<file path="src/rtl/rhte_pkg.sv">
`timescale 1ns / 1ps

package rhte_pkg;

   localparam int KEY_W      = 64;
   localparam int HINT_W     = 32;
   localparam int POS_W      = 32;
   localparam int PREFIX_W   = 6;
   localparam int IDX_BITS_W = 4;
   // effective table bits, 1 up to the largest supported table of MAX_INDEX_BITS bits
   localparam int EFF_W      = 5;
   localparam int SUM_W      = 7;
   localparam int CSR_DATA_W = 6;
   localparam int CSR_IDX_W  = 1;

   localparam logic [CSR_IDX_W-1:0] CSR_PREFIX_LEN = 1'b0;
   localparam logic [CSR_IDX_W-1:0] CSR_INDEX_BITS = 1'b1;

   localparam logic [PREFIX_W-1:0]   PREFIX_RESET     = 6'd0;
   localparam logic [IDX_BITS_W-1:0] INDEX_BITS_RESET = 4'd12;

   typedef enum logic [1:0] {
      OP_LOAD   = 2'd0,
      OP_FINISH = 2'd1,
      OP_LOOKUP = 2'd2,
      OP_NONE   = 2'd3
   } op_type;

   typedef struct packed {
      op_type             op;
      logic [KEY_W-1:0]   key;
      logic [POS_W-1:0]   position;
   } req_payload_type;

   typedef struct packed {
      logic [HINT_W-1:0]  hint;
      logic               out_of_range;
   } rsp_payload_type;

   typedef enum logic [1:0] {
      ST_IDLE,
      ST_DECIDE,
      ST_WALK,
      ST_EMIT
   } state_type;

   typedef struct packed {
      logic capture;
      logic setup;
      logic walk_step;
      logic emit;
   } cmd_type;

   typedef struct packed {
      op_type op;
      logic   out_of_range;
      logic   radix_eq_prev;
      logic   walk_more;
      logic   out_busy;
   } status_type;

endpackage

</file>
<file path="src/rtl/rhte_ctrl.sv">
`timescale 1ns / 1ps

module rhte_ctrl (
   input  logic                clock,
   input  logic                reset,
   input  logic                req_valid,
   output logic                req_ready,
   input  rhte_pkg::status_type sts,
   output rhte_pkg::cmd_type   cmd
);

   rhte_pkg::state_type state_ff;
   rhte_pkg::state_type state_in;

   // reset lands in the walk state: the datapath comes out of reset set up
   // to clear the whole table
   always_ff @(posedge clock) begin
      if (reset) begin
         state_ff <= rhte_pkg::ST_WALK;
      end else begin
         state_ff <= state_in;
      end
   end

   always_comb begin
      state_in  = state_ff;
      cmd       = '0;
      req_ready = 1'b0;
      unique case (state_ff)
         rhte_pkg::ST_IDLE: begin
            req_ready = 1'b1;
            if (req_valid) begin
               cmd.capture = 1'b1;
               state_in    = rhte_pkg::ST_DECIDE;
            end
         end
         rhte_pkg::ST_DECIDE: begin
            unique case (sts.op)
               rhte_pkg::OP_LOAD: begin
                  if (sts.out_of_range) begin
                     state_in = rhte_pkg::ST_EMIT;
                  end else if (sts.radix_eq_prev) begin
                     state_in = rhte_pkg::ST_IDLE;
                  end else begin
                     cmd.setup = 1'b1;
                     state_in  = rhte_pkg::ST_WALK;
                  end
               end
               rhte_pkg::OP_FINISH: begin
                  cmd.setup = 1'b1;
                  state_in  = rhte_pkg::ST_WALK;
               end
               rhte_pkg::OP_LOOKUP: begin
                  state_in = rhte_pkg::ST_EMIT;
               end
               rhte_pkg::OP_NONE: begin
                  state_in = rhte_pkg::ST_IDLE;
               end
            endcase
         end
         rhte_pkg::ST_WALK: begin
            if (sts.walk_more) begin
               cmd.walk_step = 1'b1;
            end else begin
               state_in = rhte_pkg::ST_IDLE;
            end
         end
         rhte_pkg::ST_EMIT: begin
            if (!sts.out_busy) begin
               cmd.emit = 1'b1;
               state_in = rhte_pkg::ST_IDLE;
            end
         end
         default: begin
            state_in = rhte_pkg::ST_IDLE;
         end
      endcase
   end

`ifndef SYNTHESIS
   a_walk_blocks_input: assert property (@(posedge clock) disable iff (reset)
      cmd.walk_step |-> !req_ready)
      else $error("table write while input is open");

   a_emit_into_free_reg: assert property (@(posedge clock) disable iff (reset)
      cmd.emit |-> !sts.out_busy)
      else $error("result overwrites one not yet transferred");

   a_capture_then_decide: assert property (@(posedge clock) disable iff (reset)
      (req_valid && req_ready) |=> (state_ff == rhte_pkg::ST_DECIDE))
      else $error("accepted item not decoded next cycle");

   a_walk_in_bounds: assert property (@(posedge clock) disable iff (reset)
      cmd.walk_step |-> sts.walk_more)
      else $error("table write past the walk limit");
`endif

endmodule

</file>
<file path="config.mk">
export PLATFORM = sky130hd
export DESIGN_NAME = rhte_ctrl
export DESIGN_NICKNAME = d
export VERILOG_FILES = /design/src/rtl/rhte_pkg.sv /design/src/rtl/rhte_ctrl.sv
export SDC_FILE = /design/constraint.sdc
export NUM_CORES = 1
export LEC_CHECK = 0
export BUFFER_PORTS_ARGS = -buffer_cell sky130_fd_sc_hd__buf_2
export CELL_PAD_IN_SITES_DETAIL_PLACEMENT = 1
export CELL_PAD_IN_SITES_GLOBAL_PLACEMENT = 2
export CORE_AREA = 3 3 40 42
export DETAILED_ROUTE_END_ITERATION = 8
export DIE_AREA = 0 0 43 45
export PLACE_DENSITY_LB_ADDON = 0.05
export REMOVE_ABC_BUFFERS = 1
export SKIP_LAST_GASP = 1
export SYNTH_ARGS = -nofsm -noshare
export SYNTH_HDL_FRONTEND = slang
export SYNTH_SLANG_ARGS = --single-unit
export TNS_END_PERCENT = 30
</file>
<file path="constraint.sdc">
create_clock -name clock -period 1.1 [get_ports clock]
set_input_delay 0.165 -clock clock [delete_from_list [all_inputs] [get_ports clock]]
set_output_delay 0.165 -clock clock [all_outputs]
set_load 0.005 [all_outputs]
</file>
# Yosys cells after proc, flatten, opt, wreduce, memory -nomap -nowiden
# Index checks and enable logic that the tools add are counted.
# totals
ff_bits	2
in_bits	9
output_inout_bits	5
elab_cells	31
# op_classes
eq_ne	9
mux	18
n_reduce_logical	3
# op_table
cell	count
$pmux 2 s4	2
$mux 1	10
$mux 2	5
$eq 2x2->1 const B	4
$ne 2x2->1 const B	3
$eq 2x1->1 const B	2
$logic_not 2->1	2
$reduce_and 3->1	1
$pmux 1 s2	1

# Logic depth before layout (Yosys ltp)
# depth
word_depth	4
ltp_mapped	5
ltp_nobuf	5

# Least setup slack after synthesis
# Ideal clock, no wire load.
# synth_path
path_type	input to register
start	in sts[4] (netlist bit)
end	reg state_ff[0]
setup_time_ps	137
arrival_time_ps	894
required_ps	963
setup_slack_ps	69
path_stages	5
path_buffers	0
path_cell_list	inv_1 > ha_1 > mux2_1 > nand2_1 > a311oi_2
# synth_between
elab_chain_len	3
elab_cells_between_ends	6
cone_classes	eq/ne: 3; mux: 2; reduce/logical: 1
# synth_lines
element	line	source
from (decl)	rhte_ctrl.sv:8	input rhte_pkg::status_type sts,
$eq 2x2->1, or another cell as far along	rhte_ctrl.sv:38	unique case (sts.op)
$pmux 2 s4 (*)	rhte_ctrl.sv:38	
$pmux 2 s4 (*)	rhte_ctrl.sv:29	unique case (state_ff)
to (signal assigned)	rhte_ctrl.sv:19	state_ff <= rhte_pkg::ST_WALK;
to (signal assigned)	rhte_ctrl.sv:21	state_ff <= state_in;
to (decl)	rhte_ctrl.sv:12	rhte_pkg::state_type state_ff;
# Every way passes the cells marked *; elsewhere a longest branch is shown, timed or not.
# A chain may end at the register's enable or synchronous reset.

==> flow_summary.yaml <==
drt:
  ant_nets: 0
  first_pass_iters: 3
  drc: 0
  vias: 265
  vias_per_cell: 4.27
  drt_iter0_drc: 2
  wl_um: 654
  wl_per_cell_um: 10.5
sta:
  slew_violations: 0
  fmax_ghz: 0.920
  rsz0062_at_grt: "true"
  final-setup-viol-count: 0
  min_period_ns: 1.09
  fin_crit_sh_pct: 98.8
  relSlewSlack_pct: 87.1
  tightest_slew_ns: 0.193
  worst_slack_ns: 0.0129
  skew_ns: 0.00182
  hold_violations: 0
global_route:
  grt_max_degree: 7
  grt_usage_pct: 6.64
  grt_pass1_wl_um: 924
  antenna_found_initial: 0
  overflow: 0
  grt_pass1_vias: 226
power:
  ir_worst_vdd_mv: 0.193
  p_clk_share_pct: 42.4
  swShare_pct: 29.7
  finalPower_w: 0.000379
  combPwrFrac_pct: 31.3
  intPower_w: 0.000266
  seqPwrFrac_pct: 26.3
  total_leakage_power_nw: 0.188
  power_switching_w: 0.000113
  p_per_area_nw_per_um2: 996
setup_path:
  crit_family: "flip-flops"
  path_class: "reg -> out"
  critical_path.endpoint_type: "output port"
  crit_path_cell_trace: "buf_4 > nor2_4 > buf_2"
  crit_arrival_ns: 0.92
  critPathMaxStageDelay_ns: 0.36
  critical_path_buf_inv_count: 2
  startpoint_type: "register"
  critical_path.max_fanout: 6
  worstPathRequired_ns: 0.94
  crit_slowest_cell: "dfxtp_4"
synth:
  ys_warn_count: 0
  syn_area_sq_um: 200
  synthesis.instances: 27
  yosysTopAreaCell: "dfxtp_1"
  synth_seq_cells: 2
  synth_cell_types: 13
  synth_area_per_cell_sq_um: 7.41
  yosys-top-cells-area: "dfxtp_1, ha_1, nand2_1"
  synth_top_area_share_pct: 20.0
  ys_seq_area_share_pct: 20.0
die:
  coreArea_sq_um: 1280
  die_width_um: 43
  rows: 13
  dieArea_sq_um: 1940
  initial_core_util_pct: 15.6
  io_pins: 14
  die_y_um: 45
clock_tree:
  htreeDepth: 1
  cts_tree: "yes"
  clk_latency_ns: 0.22
  cts_root_buffer: "clkbuf_4"
  clock_sinks: 2
  cts_buffers: 3
  clockBufferDepth: 2
  clkTransAtPathRegs_ns: 0.03
cells_and_area:
  area_growth_pct: 90.0
  diodes: 0
  nNetsFinal: 61
  final_cell_mix: "buf_2, nand2_1, buf_4"
  drive_gt1_share_pct: 63.8
  largest_reg_flops: 2
  mostFrequentLayoutCell: "buf_2"
  top_regs: "state_ff (2)"
  max_flop_register: "state_ff"
placement:
  dp_hpwl_um: 507
  pre_cts_slack_ns: -0.143
  routabilityCongestion: 0.705
  place.port_buffers: 13
worst_hold_path:
  holdCritPathClass: "in -> reg"
status:
  status: "complete, no violations"
run:
  drv_cap: 0
final cells by class:
cell class	count	area, sq um
inverter	3	11.3
sequential	2	47.5
clock buffer	3	22.5
multi-input combinational	22	185
tap	15	18.8
fill	159	905
timing repair buffer	17	95.1
through the flow:
step                area [sq um]  util [%]  cells  setup TNS (ns)  hold slack (ns)
floorplan                    200         -     27               0            0.233
global placement             307      23.9     58         -0.0972            0.364
CTS                          339      26.4     61        -0.00533            0.122
finish                       380      29.6     62               0            0.134
detailed placement           307      23.9     58          -0.173            0.365
global route                 380      29.6     62          -0.103            0.121
worst paths after layout:
| path | startpoint | to | slack [ns] | cells after the start |
|---|---|---|---|---|
| worst min-delay path | reset | state_ff[0] | 0.13 | 2 |
| worst max register to register | state_ff[0] | state_ff[1] | 0.19 | 3 |
| worst max-delay path | state_ff[0] | cmd[1] | 0.01 | 3 |
| worst min register to register | state_ff[1] | state_ff[0] | 0.59 | 2 |
power groups by stage:
stage | Sequential [W] | Clock [W] | Combinational, W
2_1_floorplan | 0.0000916 | 0 | 0.0000472
3_3_place_gp | 0.0000952 | 0 | 0.0000957
3_5_place_dp | 0.0000963 | 0 | 0.0000972
4_1_cts | 0.0000973 | 0.000166 | 0.0000996
5_1_grt | 0.000102 | 0.000188 | 0.000133
6_report | 0.0000998 | 0.000160 | 0.000118
synth_stat cells:
master,instances
a21oi_1,2
a311oi_2,1
a32oi_1,1
and2_1,1
dfxtp_1,2
ha_1,3
inv_1,3
mux2_1,1
nand2_1,5
nor2_1,5
nor2b_1,1
nor3b_1,1
o221ai_1,1
routing by layer:
layer	routed length, um	track usage (%)	vias to the layer above
met3	50	1.59	2
met2	305	8.98	11
met5	0	0	-
met4	17	5.42	0
li1	-	-	133
met1	280	8.85	119
timing repair:
item                       4_1_cts  5_1_grt
hold buffers                     0        0
pin swaps                        0        2
setup endpoints to repair        4        3
buffers inserted                 0        1
gates resized for setup          5        9
cell families after synthesis:
logic type / after synthesis / synth area share [%]
AOI/OAI and AO/OA: 5 / 21.2
adders and majority gates: 3 / 18.8
buffers and inverters: 3 / 5.62
DFF: 2 / 20.0
muxes: 1 / 5.62
and+or+nand+nor: 13 / 28.8
No activity file was read; power rests on OpenSTA's default activity.
